## src/hdl/pfc_pkg.sv

```systemverilog
`default_nettype none

package pfc_pkg;

	localparam int SAMPLE_BITS   = 10;
	localparam int INTEGRAL_BITS = 40;

	localparam int GAIN_BITS  = 16;
	localparam int DIST_BITS  = 3;
	localparam int MEAS_BITS  = 10;
	localparam int ERR_BITS   = 18;
	localparam int DRIVE_BITS = 8;

	localparam int APB_ADDR_BITS = 4;
	localparam int APB_DATA_BITS = 32;

	localparam logic signed [GAIN_BITS-1:0] SETPOINT_RST = 16'sd7680;
	localparam logic [GAIN_BITS-1:0]        KP_RST       = 16'd30874;
	localparam logic [GAIN_BITS-1:0]        KIH_RST      = 16'd307;
	localparam logic [GAIN_BITS-1:0]        KDR_RST      = 16'd1536;

	// sample scaling: (s - 20) * 165 / 338 - 40
	localparam int OFFSET_ZERO = 20;
	localparam int OFFSET_DEG  = 40;
	localparam int SCALE_NUM   = 165;
	localparam int SCALE_DEN   = 338;
	localparam int SCALE_RECIP = 49636;
	localparam int SCALE_SHIFT = 24;
	localparam int RECIP_BITS  = 16;
	localparam int A_BITS      = SAMPLE_BITS + 8;
	localparam int QY_BITS     = A_BITS + RECIP_BITS - SCALE_SHIFT;
	localparam int QD_BITS     = 9;
	localparam int Q_BITS      = (QY_BITS > QD_BITS) ? QY_BITS : QD_BITS;
	localparam int YW          = Q_BITS + 3;
	localparam int MEAS_MAX    = (1 << (MEAS_BITS - 1)) - 1;
	localparam int MEAS_MIN    = -(1 << (MEAS_BITS - 1));

	localparam int Q8_BITS = 8;
	localparam int ERR_W   = ERR_BITS + 1;
	localparam int ERR_MAX = (1 << (ERR_BITS - 1)) - 1;
	localparam int ERR_MIN = -(1 << (ERR_BITS - 1));

	localparam int IW1 = INTEGRAL_BITS + 1;
	localparam logic signed [INTEGRAL_BITS-1:0] INTEG_MAX =
		{1'b0, {(INTEGRAL_BITS-1){1'b1}}};
	localparam logic signed [INTEGRAL_BITS-1:0] INTEG_MIN =
		{1'b1, {(INTEGRAL_BITS-1){1'b0}}};

	localparam int FRAC_BITS = 16;
	localparam int FF_SHIFT  = 8;
	localparam int ACC_BITS  = ((INTEGRAL_BITS > 36) ? INTEGRAL_BITS : 36) + 2;
	localparam int U_BITS    = ACC_BITS - FRAC_BITS;
	localparam int V_BITS    = U_BITS + 1;

	// drive mapping: (u + 4098) * 255 / 8196
	localparam int MAP_BIAS       = 4098;
	localparam int MAP_NUM        = 255;
	localparam int MAP_DEN        = 8196;
	localparam int MAP_RECIP      = 524032;
	localparam int MAP_SHIFT      = 32;
	localparam int MAP_V_MAX      = 8228;
	localparam int MAP_V_CLIP_LO  = -33;
	localparam int MAP_V_BITS     = 14;
	localparam int W_BITS         = 22;
	localparam int RD_BITS        = W_BITS + 1;
	localparam int DEN_HI_SHIFT   = 13;
	localparam int DEN_LO_SHIFT   = 2;

	localparam int MUL_A_BITS = ((A_BITS > W_BITS) ? A_BITS : W_BITS) + 1;
	localparam int MUL_B_BITS = 21;
	localparam int PROD_BITS  = MUL_A_BITS + MUL_B_BITS;

	localparam int STEP_BITS = 4;
	typedef logic [STEP_BITS-1:0] step_t;
	localparam step_t STEP_DRIVE = 4'd15;

	typedef enum logic [1:0] {
		REG_SETPOINT = 2'd0,
		REG_KP       = 2'd1,
		REG_KIH      = 2'd2,
		REG_KDR      = 2'd3
	} reg_idx_t;

	typedef enum logic [3:0] {
		MUL_NONE    = 4'd0,
		MUL_SCALE   = 4'd1,
		MUL_RECIP_Y = 4'd2,
		MUL_QY      = 4'd3,
		MUL_P       = 4'd4,
		MUL_I       = 4'd5,
		MUL_D       = 4'd6,
		MUL_FF      = 4'd7,
		MUL_MAP     = 4'd8,
		MUL_RECIP_D = 4'd9
	} mul_op_t;

	typedef enum logic [3:0] {
		DP_NOP      = 4'd0,
		DP_SAVE_A   = 4'd1,
		DP_SAVE_QY  = 4'd2,
		DP_MEAS     = 4'd3,
		DP_ERROR    = 4'd4,
		DP_DIFF     = 4'd5,
		DP_ACC_LOAD = 4'd6,
		DP_INTEG    = 4'd7,
		DP_ACC_ADD  = 4'd8,
		DP_ACC_FF   = 4'd9,
		DP_ACC_I    = 4'd10,
		DP_BIAS     = 4'd11,
		DP_SAVE_W   = 4'd12,
		DP_QD       = 4'd13,
		DP_DRIVE    = 4'd14
	} dp_op_t;

	typedef struct packed {
		mul_op_t mul_op;
		dp_op_t  dp_op;
		logic    jump_out;
		step_t   target;
		logic    last;
	} ctrl_word_t;

	typedef struct packed {
		ctrl_word_t word;
		logic       busy;
		logic       fire;
	} seq_ctrl_t;

	function automatic ctrl_word_t ucode(input step_t pc);
		ctrl_word_t w;
		w.mul_op   = MUL_NONE;
		w.dp_op    = DP_NOP;
		w.jump_out = 1'b0;
		w.target   = STEP_DRIVE;
		w.last     = 1'b0;
		unique case (pc)
			4'd0: w.mul_op = MUL_SCALE;
			4'd1: begin
				w.mul_op = MUL_RECIP_Y;
				w.dp_op  = DP_SAVE_A;
			end
			4'd2: begin
				w.mul_op = MUL_QY;
				w.dp_op  = DP_SAVE_QY;
			end
			4'd3: w.dp_op = DP_MEAS;
			4'd4: w.dp_op = DP_ERROR;
			4'd5: begin
				w.mul_op = MUL_P;
				w.dp_op  = DP_DIFF;
			end
			4'd6: begin
				w.mul_op = MUL_I;
				w.dp_op  = DP_ACC_LOAD;
			end
			4'd7: begin
				w.mul_op = MUL_D;
				w.dp_op  = DP_INTEG;
			end
			4'd8: begin
				w.mul_op = MUL_FF;
				w.dp_op  = DP_ACC_ADD;
			end
			4'd9:  w.dp_op = DP_ACC_FF;
			4'd10: w.dp_op = DP_ACC_I;
			4'd11: w.dp_op = DP_BIAS;
			4'd12: begin
				w.mul_op   = MUL_MAP;
				w.jump_out = 1'b1;
			end
			4'd13: begin
				w.mul_op = MUL_RECIP_D;
				w.dp_op  = DP_SAVE_W;
			end
			4'd14: w.dp_op = DP_QD;
			default: begin
				w.dp_op = DP_DRIVE;
				w.last  = 1'b1;
			end
		endcase
		return w;
	endfunction

endpackage

`default_nettype wire

```

## src/hdl/pfc_if.sv

```systemverilog
`default_nettype none

interface pfc_sample_if import pfc_pkg::*; ();
	logic                          valid;
	logic                          ready;
	logic [SAMPLE_BITS-1:0]        raw_sample;
	logic signed [DIST_BITS-1:0]   disturbance;

	modport source (output valid, raw_sample, disturbance, input ready);
	modport sink   (input valid, raw_sample, disturbance, output ready);
endinterface

interface pfc_result_if import pfc_pkg::*; ();
	logic                          valid;
	logic                          ready;
	logic [DRIVE_BITS-1:0]         drive;
	logic signed [MEAS_BITS-1:0]   measured_value;
	logic signed [ERR_BITS-1:0]    control_error;
	logic                          drive_clipped;

	modport source (output valid, drive, measured_value, control_error, drive_clipped,
		input ready);
	modport sink   (input valid, drive, measured_value, control_error, drive_clipped,
		output ready);
endinterface

`default_nettype wire

```

## src/hdl/pfc_sequencer.sv

```systemverilog
`default_nettype none

module pfc_sequencer import pfc_pkg::*; (
	input  wire logic clk,
	input  wire logic arst_n,
	input  wire logic start,
	input  wire logic out_free,
	input  wire logic map_in_range,
	output seq_ctrl_t seq
);

	step_t      pc_q;
	logic       busy_q;
	ctrl_word_t word;

	assign word      = ucode(pc_q);
	assign seq.word  = word;
	assign seq.busy  = busy_q;
	assign seq.fire  = busy_q && (!word.last || out_free);

	always_ff @(posedge clk or negedge arst_n) begin
		if (!arst_n) begin
			pc_q   <= '0;
			busy_q <= 1'b0;
		end else if (start) begin
			pc_q   <= '0;
			busy_q <= 1'b1;
		end else if (seq.fire) begin
			priority if (word.last) begin
				busy_q <= 1'b0;
			end else if (word.jump_out && !map_in_range) begin
				pc_q <= word.target;
			end else begin
				pc_q <= pc_q + 1'b1;
			end
		end
	end

endmodule

`default_nettype wire

```

## src/hdl/pid_feedforward_controller_unit.sv

```systemverilog
`default_nettype none

// PID controller with disturbance feedforward. Each input word carries a raw converter
// sample and an expected disturbance; the block scales the sample to degrees, forms the
// Q10.8 error against the setpoint, updates a saturating Q24.16 integral and the stored
// error, sums the P, I, D and feedforward terms and maps the result to an 8-bit drive
// with a clip flag. One word is worked on at a time by a 16-step microprogram that runs
// every multiply through one shared registered multiplier; the divide steps are skipped
// when the biased sum is negative or above the mapping range. The last step waits until
// the output register is free, and the next word is taken the cycle after its result is
// registered.
// A finished result waits in the output register while the next word is being worked on.
// Gains and setpoint sit on the APB port at byte addresses 0, 4, 8, 12 and should only be
// written while no word is in flight.

module pid_feedforward_controller_unit import pfc_pkg::*; (
	input  wire logic                     clk,
	input  wire logic                     arst_n,
	input  wire logic                     psel,
	input  wire logic                     penable,
	input  wire logic                     pwrite,
	input  wire logic [APB_ADDR_BITS-1:0] paddr,
	input  wire logic [APB_DATA_BITS-1:0] pwdata,
	output logic      [APB_DATA_BITS-1:0] prdata,
	output logic                          pready,
	pfc_sample_if.sink                    sample_ch,
	pfc_result_if.source                  result_ch
);

	// configuration registers
	logic signed [GAIN_BITS-1:0] setpoint_q;
	logic [GAIN_BITS-1:0]        kp_q;
	logic [GAIN_BITS-1:0]        kih_q;
	logic [GAIN_BITS-1:0]        kdr_q;
	reg_idx_t                    reg_idx;

	// sequencer
	seq_ctrl_t seq;
	logic      start;
	logic      out_free;
	logic      map_in_range;

	// input word
	logic                        samp_neg;
	logic [SAMPLE_BITS-1:0]      samp_mag;
	logic                        samp_neg_q;
	logic [SAMPLE_BITS-1:0]      samp_mag_q;
	logic signed [DIST_BITS-1:0] dist_q;

	// datapath
	logic signed [MUL_A_BITS-1:0]    mul_a;
	logic signed [MUL_B_BITS-1:0]    mul_b;
	logic signed [PROD_BITS-1:0]     prod_q;
	logic [A_BITS-1:0]               a_q;
	logic [Q_BITS-1:0]               q_q;
	logic signed [MEAS_BITS-1:0]     y_q;
	logic signed [ERR_BITS-1:0]      e_q;
	logic signed [ERR_BITS-1:0]      last_q;
	logic signed [ERR_W-1:0]         diff_q;
	logic signed [INTEGRAL_BITS-1:0] integ_q;
	logic signed [ACC_BITS-1:0]      acc_q;
	logic signed [V_BITS-1:0]        v_q;
	logic [W_BITS-1:0]               w_q;

	logic [A_BITS-1:0]               rem_y;
	logic [Q_BITS-1:0]               qy_fix;
	logic signed [YW-1:0]            y_mag;
	logic signed [YW-1:0]            y_full;
	logic signed [MEAS_BITS-1:0]     meas_sat;
	logic signed [ERR_W-1:0]         err_full;
	logic signed [ERR_BITS-1:0]      err_sat;
	logic signed [IW1-1:0]           integ_full;
	logic signed [INTEGRAL_BITS-1:0] integ_next;
	logic signed [U_BITS-1:0]        u_hi;
	logic                            u_up;
	logic signed [V_BITS-1:0]        v_next;
	logic [RD_BITS-1:0]              rem_d;
	logic                            drive_up;
	logic [DRIVE_BITS-1:0]           drive_map;
	logic [DRIVE_BITS-1:0]           drive_sat;
	logic                            clip;

	// output register
	logic                        out_valid_q;
	logic [DRIVE_BITS-1:0]       out_drive_q;
	logic signed [MEAS_BITS-1:0] out_meas_q;
	logic signed [ERR_BITS-1:0]  out_err_q;
	logic                        out_clip_q;

	// apb
	assign pready  = 1'b1;
	assign reg_idx = reg_idx_t'(paddr[APB_ADDR_BITS-1:2]);

	always_ff @(posedge clk or negedge arst_n) begin
		if (!arst_n) begin
			setpoint_q <= SETPOINT_RST;
			kp_q       <= KP_RST;
			kih_q      <= KIH_RST;
			kdr_q      <= KDR_RST;
		end else if (psel && penable && pwrite) begin
			unique case (reg_idx)
				REG_SETPOINT: setpoint_q <= $signed(pwdata[GAIN_BITS-1:0]);
				REG_KP:       kp_q       <= pwdata[GAIN_BITS-1:0];
				REG_KIH:      kih_q      <= pwdata[GAIN_BITS-1:0];
				REG_KDR:      kdr_q      <= pwdata[GAIN_BITS-1:0];
			endcase
		end
	end

	always_comb begin
		unique case (reg_idx)
			REG_SETPOINT: prdata = APB_DATA_BITS'(setpoint_q);
			REG_KP:       prdata = APB_DATA_BITS'(kp_q);
			REG_KIH:      prdata = APB_DATA_BITS'(kih_q);
			REG_KDR:      prdata = APB_DATA_BITS'(kdr_q);
		endcase
	end

	// handshake
	assign start           = sample_ch.valid && !seq.busy;
	assign sample_ch.ready = !seq.busy;
	assign out_free        = !out_valid_q || result_ch.ready;

	pfc_sequencer u_seq (
		.clk          (clk),
		.arst_n       (arst_n),
		.start        (start),
		.out_free     (out_free),
		.map_in_range (map_in_range),
		.seq          (seq)
	);

	// input capture: sign and magnitude of s - 20
	assign samp_neg = sample_ch.raw_sample < SAMPLE_BITS'(OFFSET_ZERO);
	assign samp_mag = samp_neg ? SAMPLE_BITS'(OFFSET_ZERO) - sample_ch.raw_sample
		: sample_ch.raw_sample - SAMPLE_BITS'(OFFSET_ZERO);

	always_ff @(posedge clk) begin
		if (start) begin
			samp_neg_q <= samp_neg;
			samp_mag_q <= samp_mag;
			dist_q     <= sample_ch.disturbance;
		end
	end

	// shared multiplier operands
	always_comb begin
		mul_a = '0;
		mul_b = '0;
		unique case (seq.word.mul_op)
			MUL_NONE: begin
				mul_a = '0;
				mul_b = '0;
			end
			MUL_SCALE: begin
				mul_a = MUL_A_BITS'(samp_mag_q);
				mul_b = MUL_B_BITS'(SCALE_NUM);
			end
			MUL_RECIP_Y: begin
				mul_a = MUL_A_BITS'(prod_q[A_BITS-1:0]);
				mul_b = MUL_B_BITS'(SCALE_RECIP);
			end
			MUL_QY: begin
				mul_a = MUL_A_BITS'(prod_q[SCALE_SHIFT+QY_BITS-1:SCALE_SHIFT]);
				mul_b = MUL_B_BITS'(SCALE_DEN);
			end
			MUL_P: begin
				mul_a = MUL_A_BITS'(kp_q);
				mul_b = MUL_B_BITS'(e_q);
			end
			MUL_I: begin
				mul_a = MUL_A_BITS'(kih_q);
				mul_b = MUL_B_BITS'(e_q);
			end
			MUL_D: begin
				mul_a = MUL_A_BITS'(kdr_q);
				mul_b = MUL_B_BITS'(diff_q);
			end
			MUL_FF: begin
				mul_a = MUL_A_BITS'(kp_q);
				mul_b = MUL_B_BITS'(dist_q);
			end
			MUL_MAP: begin
				mul_a = MUL_A_BITS'(v_q[MAP_V_BITS-1:0]);
				mul_b = MUL_B_BITS'(MAP_NUM);
			end
			MUL_RECIP_D: begin
				mul_a = MUL_A_BITS'(prod_q[W_BITS-1:0]);
				mul_b = MUL_B_BITS'(MAP_RECIP);
			end
		endcase
	end

	// measurement: quotient correction, sign, offsets, saturation
	assign rem_y  = a_q - prod_q[A_BITS-1:0];
	assign qy_fix = q_q + Q_BITS'(rem_y >= A_BITS'(SCALE_DEN));
	assign y_mag  = YW'(qy_fix);
	assign y_full = (samp_neg_q ? -y_mag : y_mag) - YW'(OFFSET_DEG) + YW'(dist_q);
	assign meas_sat = (y_full > YW'(MEAS_MAX)) ? MEAS_BITS'(MEAS_MAX)
		: (y_full < YW'(MEAS_MIN)) ? MEAS_BITS'(MEAS_MIN) : MEAS_BITS'(y_full);

	// error in q10.8
	assign err_full = ERR_W'(setpoint_q) - ERR_W'($signed({y_q, {Q8_BITS{1'b0}}}));
	assign err_sat  = (err_full > ERR_W'(ERR_MAX)) ? ERR_BITS'(ERR_MAX)
		: (err_full < ERR_W'(ERR_MIN)) ? ERR_BITS'(ERR_MIN) : ERR_BITS'(err_full);

	// saturating integral
	assign integ_full = IW1'(integ_q) + IW1'(prod_q);
	assign integ_next = (integ_full[IW1-1] != integ_full[IW1-2])
		? (integ_full[IW1-1] ? INTEG_MIN : INTEG_MAX) : integ_full[IW1-2:0];

	// truncate toward zero and bias
	assign u_hi   = acc_q[ACC_BITS-1:FRAC_BITS];
	assign u_up   = acc_q[ACC_BITS-1] && (acc_q[FRAC_BITS-1:0] != '0);
	assign v_next = V_BITS'(u_hi) + $signed(V_BITS'(u_up)) + V_BITS'(MAP_BIAS);

	assign map_in_range = !v_q[V_BITS-1] && (v_q <= V_BITS'(MAP_V_MAX));

	// drive quotient correction and saturation
	assign rem_d = RD_BITS'(w_q) - (RD_BITS'(q_q) << DEN_HI_SHIFT)
		- (RD_BITS'(q_q) << DEN_LO_SHIFT);
	assign drive_up  = rem_d >= RD_BITS'(MAP_DEN);
	assign drive_map = q_q[DRIVE_BITS-1:0] + DRIVE_BITS'(drive_up);
	assign drive_sat = v_q[V_BITS-1] ? '0
		: (v_q > V_BITS'(MAP_V_MAX)) ? '1 : drive_map;
	assign clip = (v_q <= V_BITS'(MAP_V_CLIP_LO)) || (v_q > V_BITS'(MAP_V_MAX));

	always_ff @(posedge clk) begin
		if (seq.fire) begin
			prod_q <= mul_a * mul_b;
			unique case (seq.word.dp_op)
				DP_NOP, DP_INTEG: begin
				end
				DP_SAVE_A:   a_q <= prod_q[A_BITS-1:0];
				DP_SAVE_QY:  q_q <= Q_BITS'(prod_q[SCALE_SHIFT+QY_BITS-1:SCALE_SHIFT]);
				DP_MEAS:     y_q <= meas_sat;
				DP_ERROR:    e_q <= err_sat;
				DP_DIFF:     diff_q <= ERR_W'(e_q) - ERR_W'(last_q);
				DP_ACC_LOAD: acc_q <= ACC_BITS'(prod_q);
				DP_ACC_ADD:  acc_q <= acc_q + ACC_BITS'(prod_q);
				DP_ACC_FF:   acc_q <= acc_q + (ACC_BITS'(prod_q) <<< FF_SHIFT);
				DP_ACC_I:    acc_q <= acc_q + ACC_BITS'(integ_q);
				DP_BIAS:     v_q <= v_next;
				DP_SAVE_W:   w_q <= prod_q[W_BITS-1:0];
				DP_QD:       q_q <= Q_BITS'(prod_q[MAP_SHIFT+QD_BITS-1:MAP_SHIFT]);
				DP_DRIVE: begin
					out_drive_q <= drive_sat;
					out_clip_q  <= clip;
					out_meas_q  <= y_q;
					out_err_q   <= e_q;
				end
			endcase
		end
	end

	// controller state
	always_ff @(posedge clk or negedge arst_n) begin
		if (!arst_n) begin
			last_q  <= '0;
			integ_q <= '0;
		end else if (seq.fire) begin
			if (seq.word.dp_op == DP_DIFF) begin
				last_q <= e_q;
			end
			if (seq.word.dp_op == DP_INTEG) begin
				integ_q <= integ_next;
			end
		end
	end

	always_ff @(posedge clk or negedge arst_n) begin
		if (!arst_n) begin
			out_valid_q <= 1'b0;
		end else if (seq.fire && seq.word.last) begin
			out_valid_q <= 1'b1;
		end else if (result_ch.ready) begin
			out_valid_q <= 1'b0;
		end
	end

	assign result_ch.valid          = out_valid_q;
	assign result_ch.drive          = out_drive_q;
	assign result_ch.measured_value = out_meas_q;
	assign result_ch.control_error  = out_err_q;
	assign result_ch.drive_clipped  = out_clip_q;

endmodule

`default_nettype wire
```

## src/flat_wrapper.sv

```systemverilog
// flat-port wrapper written by rule: the top's interface ports become plain ports
module pid_feedforward_controller_unit_flat import pfc_pkg::*;
  (clk, arst_n, psel, penable, pwrite, paddr, pwdata, prdata, pready, sample_ch_valid, sample_ch_raw_sample, sample_ch_disturbance, sample_ch_ready, result_ch_valid, result_ch_drive, result_ch_measured_value, result_ch_control_error, result_ch_drive_clipped, result_ch_ready);
  pfc_sample_if sample_ch_i ();
  pfc_result_if result_ch_i ();
  input  wire logic clk;
  input  wire logic arst_n;
  input  wire logic psel;
  input  wire logic penable;
  input  wire logic pwrite;
  input  wire logic [APB_ADDR_BITS-1:0] paddr;
  input  wire logic [APB_DATA_BITS-1:0] pwdata;
  output logic      [APB_DATA_BITS-1:0] prdata;
  output logic pready;
  input wire logic [$bits(sample_ch_i.valid)-1:0] sample_ch_valid;
  input wire logic [$bits(sample_ch_i.raw_sample)-1:0] sample_ch_raw_sample;
  input wire logic [$bits(sample_ch_i.disturbance)-1:0] sample_ch_disturbance;
  output wire logic [$bits(sample_ch_i.ready)-1:0] sample_ch_ready;
  output wire logic [$bits(result_ch_i.valid)-1:0] result_ch_valid;
  output wire logic [$bits(result_ch_i.drive)-1:0] result_ch_drive;
  output wire logic [$bits(result_ch_i.measured_value)-1:0] result_ch_measured_value;
  output wire logic [$bits(result_ch_i.control_error)-1:0] result_ch_control_error;
  output wire logic [$bits(result_ch_i.drive_clipped)-1:0] result_ch_drive_clipped;
  input wire logic [$bits(result_ch_i.ready)-1:0] result_ch_ready;
  assign sample_ch_i.valid = sample_ch_valid;
  assign sample_ch_i.raw_sample = sample_ch_raw_sample;
  assign sample_ch_i.disturbance = sample_ch_disturbance;
  assign sample_ch_ready = sample_ch_i.ready;
  assign result_ch_valid = result_ch_i.valid;
  assign result_ch_drive = result_ch_i.drive;
  assign result_ch_measured_value = result_ch_i.measured_value;
  assign result_ch_control_error = result_ch_i.control_error;
  assign result_ch_drive_clipped = result_ch_i.drive_clipped;
  assign result_ch_i.ready = result_ch_ready;
  pid_feedforward_controller_unit u_core (.clk(clk), .arst_n(arst_n), .psel(psel), .penable(penable), .pwrite(pwrite), .paddr(paddr), .pwdata(pwdata), .prdata(prdata), .pready(pready), .sample_ch(sample_ch_i), .result_ch(result_ch_i));
endmodule
```

## config.mk

```make
export PLATFORM = sky130hd
export DESIGN_NAME = pid_feedforward_controller_unit_flat
export DESIGN_NICKNAME = d
export VERILOG_FILES = /design/src/hdl/pfc_pkg.sv /design/src/hdl/pfc_if.sv /design/src/hdl/pfc_sequencer.sv /design/src/hdl/pid_feedforward_controller_unit.sv /design/src/flat_wrapper.sv
export SDC_FILE = /design/constraint.sdc
export NUM_CORES = 2
export LEC_CHECK = 0
export BUFFER_PORTS_ARGS = -buffer_cell sky130_fd_sc_hd__buf_2
export CAP_MARGIN = 20
export CORE_MARGIN = 2
export CORE_UTILIZATION = 35
export DETAILED_ROUTE_END_ITERATION = 8
export GPL_TIMING_DRIVEN = 0
export PLACE_DENSITY = 0.58
export SLEW_MARGIN = 20
export SYNTH_ARGS = -nofsm -noshare
export SYNTH_HDL_FRONTEND = slang
export SYNTH_SLANG_ARGS = --single-unit
export TNS_END_PERCENT = 10
```

## constraint.sdc

```tcl
create_clock -name clk -period 18.7 [get_ports clk]
set_input_delay 1.87 -clock clk [delete_from_list [all_inputs] [get_ports clk]]
set_output_delay 1.87 -clock clk [all_outputs]
set_load 0.005 [all_outputs]
```

## Word level (Yosys, flattened, before mapping)

Index checks and enable logic that the tools add are counted.

| storage, ports and cells | value |
|---|---|
| register bits | 387 |

| cells by class | value |
|---|---|
| reduce and logical (&&, ||, !) cells | 44 |
| multipliers | 1 |
| $add $sub $neg | 19 |
| equality and inequality tests | 42 |
| muxes and demuxes | 25 |
| order comparisons | 10 |

Operator list:

| cell | count |
|---|---|
| $pmux W23 S9 | 1 |
| $pmux W21 S9 | 1 |
| $pmux W42 S4 | 1 |
| $pmux W32 S4 | 1 |
| $add A42 B42 Y42 | 2 |
| $mux W40 | 2 |
| $eq A4 B4 Y1 const B | 16 |
| $pmux W4 S14 | 1 |
| $eq A4 B3 Y1 const B | 12 |
| $add A42 B40 Y42 | 1 |
| $mul A23 B21 Y42 | 1 |
| $add A40 B41 Y41 | 1 |
| $pmux W4 S9 | 1 |
| $reduce_and A2 Y1 | 16 |
| $add A26 B2 Y27 | 1 |
| $add A27 B14 Y27 const B | 1 |
| $gt A27 B15 Y1 const B | 1 |
| $le A27 B15 Y1 const B | 1 |
| $le A27 B7 Y1 const B | 1 |
| $eq A4 B2 Y1 const B | 6 |
| $ge A23 B14 Y1 const B | 1 |
| $sub A22 B23 Y23 | 1 |
| $sub A23 B12 Y23 | 1 |
| $mux W10 | 2 |
| other kinds (38) | 68 |

## Logic depth before layout (Yosys ltp)

| depth | value |
|---|---|
| depth in word-level cells | 9 |
| gate-level depth with buffers | 38 |
| depth with buffers taken out | 36 |

## Cells and area by module

Synthesis repeated with hierarchy kept, for this count alone.

| second synthesis, totals | value |
|---|---|
| cells, all modules | 4,463 |
| area total of the unflattened synthesis | 41,688.7 um^2 |

Modules (own cells, without submodules):

| module | times used | cells an instance | seq. area each (um^2) | area an instance (um^2) |
|---|---|---|---|---|
| pid_feedforward_controller_unit | 1 | 4,387 | 10,819.1 | 41,129.4 |
| pfc_sequencer | 1 | 76 | 125.1 | 559.3 |

## Least setup slack after synthesis

OpenSTA, ideal clock, no wires.

| timing | value |
|---|---|
| path type | register to register |
| from | register u_core.u_seq.pc_q[0] |
| to | register u_core.prod_q[41] (data pin) |
| slack | 9.635 ns |
| library setup time | 0.262 ns |
| arrival time | 8.803 ns |
| stages on the path, launching flop included | 36 |
| path buffers | 4 |
| cell sequence | dfrtp_1 -> inv_1 -> ha_1 -> clkbuf_1 -> nor3_1 -> clkbuf_1 -> buf_1 -> a221o_1 -> clkbuf_1 -> nand2_1 -> fa_1 -> inv_1 -> fa_1 -> inv_1 -> fa_1 -> inv_1 -> fa_1 -> inv_1 -> fa_1 -> inv_1 -> fa_1 -> inv_1 -> fa_1 -> inv_1 -> ha_1 -> a21o_1 -> a21o_1 -> a221oi_2 -> a2111oi_0 -> a211oi_2 -> o211ai_1 -> a31o_2 -> a21o_1 -> a2111oi_0 -> nor3_1 -> xnor2_1 |

| between the ends | value |
|---|---|
| longest elaborated chain between the ends | 6 |
| elaborated cells on any way between the ends | 25 |
| those cells by class | mul (1); eq/ne (17); mux (3); reduce/logical (4) |

RTL lines:

| item | line | RTL |
|---|---|---|
| start, declared | pfc_sequencer.sv:12 | `step_t pc_q;` |
| start signal, assigned | pfc_sequencer.sv:32 | `pc_q <= word.target;` |
| start signal, assigned | pfc_sequencer.sv:34 | `pc_q <= pc_q + 1'b1;` |
| $eq A4 B4 Y1, or another cell as far along | pfc_pkg.sv:136 | `unique case (pc)` |
| $pmux W4 S9 * | pfc_pkg.sv:136 |  |
| $eq A4 B3 Y1 | pid_feedforward_controller_unit.sv:150 | `unique case (seq.word.mul_op)` |
| $reduce_or A2 Y1 (no source line) | n/a |  |
| $pmux W23 S9 or $pmux W21 S9 (tied branches) | pid_feedforward_controller_unit.sv:150 |  |
| $mul A23 B21 Y42 * | pid_feedforward_controller_unit.sv:230 | `prod_q <= mul_a * mul_b;` |
| end signal, assigned | pid_feedforward_controller_unit.sv:230 |  |
| end, declared | pid_feedforward_controller_unit.sv:53 | `logic signed [PROD_BITS-1:0] prod_q;` |

Mark *: on every way between the ends. The rest lies on a longest branch, timed or not. The select of a mux whose other input is x is not followed.
A chain may end at the register's enable or synchronous reset.

## Worst setup path in the final report

Same ends and word-level chain as after synthesis.

==> summary.md <==
| Metric | Value |
|---|---|
| GPL Wtd Cong | `0.980` |
| Via density per instance | `5.29` |
| Gr usage total | `0.220` |
| R2R cell count | `33` |
| Hold path start | `u_core.y_q[7]` |
| Final setup vio count | `0` |
| Sequential area share after synthesis | `0.261` |
| CP max FO | `10` |
| Worst reg2reg path startpoint | `u_core.u_seq.pc_q[0]` |
| Outcome | `completed` |
| Area of the multi-input gates | `0.0278 mm²` |
| Routed vias | `33500` |
| Type of origin of the critical path | `register` |
| CP Class | `register to register` |
| TritonCTS clock tree | `done` |
| Remaining global-route overflow | `0` |
| Antenna violations before repair | `6` |
| CP max stage delay | `0.96 ns` |
| Final min period | `roughly 12 ns` |
| Placed instance area | `0.0451 mm²` |
| Drt drc | `0` |
| First-pass GRT wire length | `203000 µm` |
| Total I/O pin count | `128` |
| Die area | `0.122 mm²` |
| DP Wirelength | `108000 µm` |
| Clock transition at path regs | `roughly 0.060 ns` |
| Layout cells sized above 1 | `0.0986` |
| Setup TNS | `0 ns` |
| Worst Setup End Kind | `register` |
| Clk_lat worst skew | `around 0.60 ns` |
| WHS Endpoint | `u_core.result_ch.measured_value[7]` |
| Buffers on Ports | `108` |
| Final wirelength | `134000 µm` |
| Cell Rows | `126` |
| Largest net degree at the start of global routing | `89` |
| Final period utilization | `0.636` |
| Synthesis-stage register bit count | `~390` |
| CTS sink count | `385` |
| Cells after Synth | `4463` |
| DRT Pass-1 Iters | `5` |
| Clk Tree Root Cell | `clkbuf_16` |
| Max Root-Sink Buffers | `3` |
| Reg area | `0.0109 mm²` |
| CP dominant cell by count | `fa_1` |
| WHS Path Cells | `0` |
| YS warnings | `0` |
| Final Hold Violating Endpoints | `0` |
| Remaining antenna violation count | `0` |
| Number of synthesized flops with an enable pin | `257` |
| Distinct cell type count after synthesis | `93` |
| Final Net Count | `around 5500` |
| Cts repair resizes | `0` |
| Slew @ Worst Pin | `approximately 1.2 ns` |
| R2r setup slk | `6.82 ns` |
| Placed Instances | `6252` |
| Synth async-reset ratio | `0.332` |
| Vias in the first global route | `32900` |
| RSZ-0062 raised after global routing | `false` |
| Final Cell Area | `0.0467 mm²` |
| # Max-Cap Violations | `0` |
| Achievable Freq | `about 84 MHz` |
| Min-Delay Path Class | `register to register` |
| Mean area per synthesized cell | `9.39 µm²` |
| WP data arrival | `12.23 ns` |
| DIE WIDTH | `about 350 µm` |
| Wirelength per Cell | `about 21 µm` |
| Fin. max-slew vios | `0` |
| Die Ht | `350 µm` |
| Starting Density | `0.354` |
| Worst Skew | `0.0188 ns` |
| Post-CTS Setup Bufs | `0` |
| Util after Layout | `0.395` |
| Total CTS buffers | `46` |
| Synthesized cell area | `0.0419 mm²` |
| Slew headroom | `0.190` |
| Area Growth Syn to Fin | `11.6%` |
| Crit path max-delay cell type | `nor3_1` |
| Core area | `between 0.1 and 0.15 mm²` |
| Worst path required time | `19.04 ns` |
| H-tree levels | `2` |
| DRC violation total after the first TritonRoute iteration | `2760` |
| Filler cells | `~12000` |
| CTS Hold Bufs | `0` |
| Final non-filler cell total | `between 6000 and 7000` |
| Ys flop type | `edfxtp_1` |
| Worst R2R End | `u_core.prod_q[41]` |
## cell usage in the layout (no fill, tap or decap), drive strengths merged, types with 76 or more instances in the layout
master / synthesis / layout
a21o: 92 / 92
a21oi: 251 / 251
buf: 37 / 181
clkbuf: 130 / 186
dfrtp: 109 / 109
edfxtp: 257 / 257
fa: 385 / 385
ha: 401 / 401
inv: 733 / 735
mux2: 116 / 116
nand2: 511 / 511
nor2: 255 / 255
o21ai: 223 / 223
xnor2: 157 / 157
xor2: 76 / 76
## synth_stat cells, drive strengths merged, types with 23 or more instances
cell,instances,area share
clkbuf,130,0.012
nand4,29,0.0043
a221oi,28,0.0063
and2,28,0.0042
buf,37,0.0058
nor2b,38,0.0057
inv,733,0.066
a21o,92,0.016
ha,401,0.12
o21a,24,0.0043
a21oi,251,0.030
edfxtp,257,0.18
xnor2,157,0.033
nor3,49,0.0060
nor2,255,0.023
fa,385,0.18
xor2,76,0.016
o21ai,223,0.028
mux2,116,0.031
o21bai,26,0.0047
a22oi,38,0.0068
and3,23,0.0034
dfrtp,109,0.065
nand2b,43,0.0064
nand2,511,0.046
nand3,62,0.0074
a31oi,27,0.0040
a221o,29,0.0069
## worst max-delay path: cells and delay by family, from the launching register on
family / cells / cell delay (ns)
AO/OA/AOI/OAI: 11 / 3.54
XOR/XNOR: 1 / 0.15
adder cells (fa/ha/maj): 9 / 4.27
buffers and inverters: 8 / 1.73
flip-flops: 1 / 0.45
AND/OR/NAND/NOR: 4 / 1.46
## how the worst max path moves through the flow
stage	from	to	slack [ns]	depth (start not counted)
finish	u_core.u_seq.pc_q[0]	u_core.prod_q[41]	6.82	33
global route	u_core.u_seq.pc_q[0]	u_core.prod_q[41]	6.10	34
CTS	u_core.u_seq.pc_q[0]	u_core.prod_q[41]	6.87	33
detailed placement	u_core.u_seq.pc_q[0]	u_core.prod_q[41]	6.89	33
global placement	u_core.u_seq.pc_q[0]	u_core.prod_q[41]	6.36	34
floorplan	u_core.u_seq.pc_q[0]	u_core.prod_q[41]	9.64	35
## layer usage
metal	wire, µm	global-route usage
met1	56800	0.295
met2	60100	0.349
met3	10400	0.0377
met4	6260	0.0936
met5	24	0
## kinds of logic (layout without fill, tap and decap cells)
kind of cell    after synthesis  in the layout  synth area share
xor+xnor                    233            233            0.0489
simple gates               1110           1110             0.119
flops                       385            385             0.261
buf+inv                     900           1127            0.0831
other cells                   2             50          0.000179
mux                         144            144            0.0427
fa+ha+maj                   790            790             0.305
compound gates              899            899             0.141
## final cells by class
cell class	instances	area share
multi-input combinational	3223	0.595
sequential	385	0.234
inverter	733	0.0589
tap	1600	0.0428
clock buffer	56	0.0270
timing repair buffer	144	0.0194
buffer	167	0.0157
clock inverter	27	0.00669
antenna	3	0.000161
## sequential cells by signal, summed over array words and instances, names as in the netlist, 10 cells and up
name,cells
u_core.setpoint_q,16
u_core.a_q,18
u_core.result_ch.measured_value,10
u_core.q_q,10
u_core.v_q,27
u_core.w_q,20
u_core.result_ch.control_error,18
u_core.e_q,18
u_core.acc_q,42
u_core.integ_q,40
u_core.last_q,18
u_core.y_q,10
u_core.kih_q,16
u_core.kdr_q,16
u_core.kp_q,16
u_core.diff_q,19
u_core.samp_mag_q,10
u_core.prod_q,42
## metrics by stage
stage               hold WS (ns)  worst slack, ns
floorplan                  0.426             9.64
global placement           0.438             6.36
detailed placement         0.442             6.89
CTS                        0.452             6.87
global route               0.469             6.10
finish                     0.458             6.82
Power is left out: the tool's default activity adds up to more than one toggle a clock period on the data nets, which glitch-free logic cannot reach.
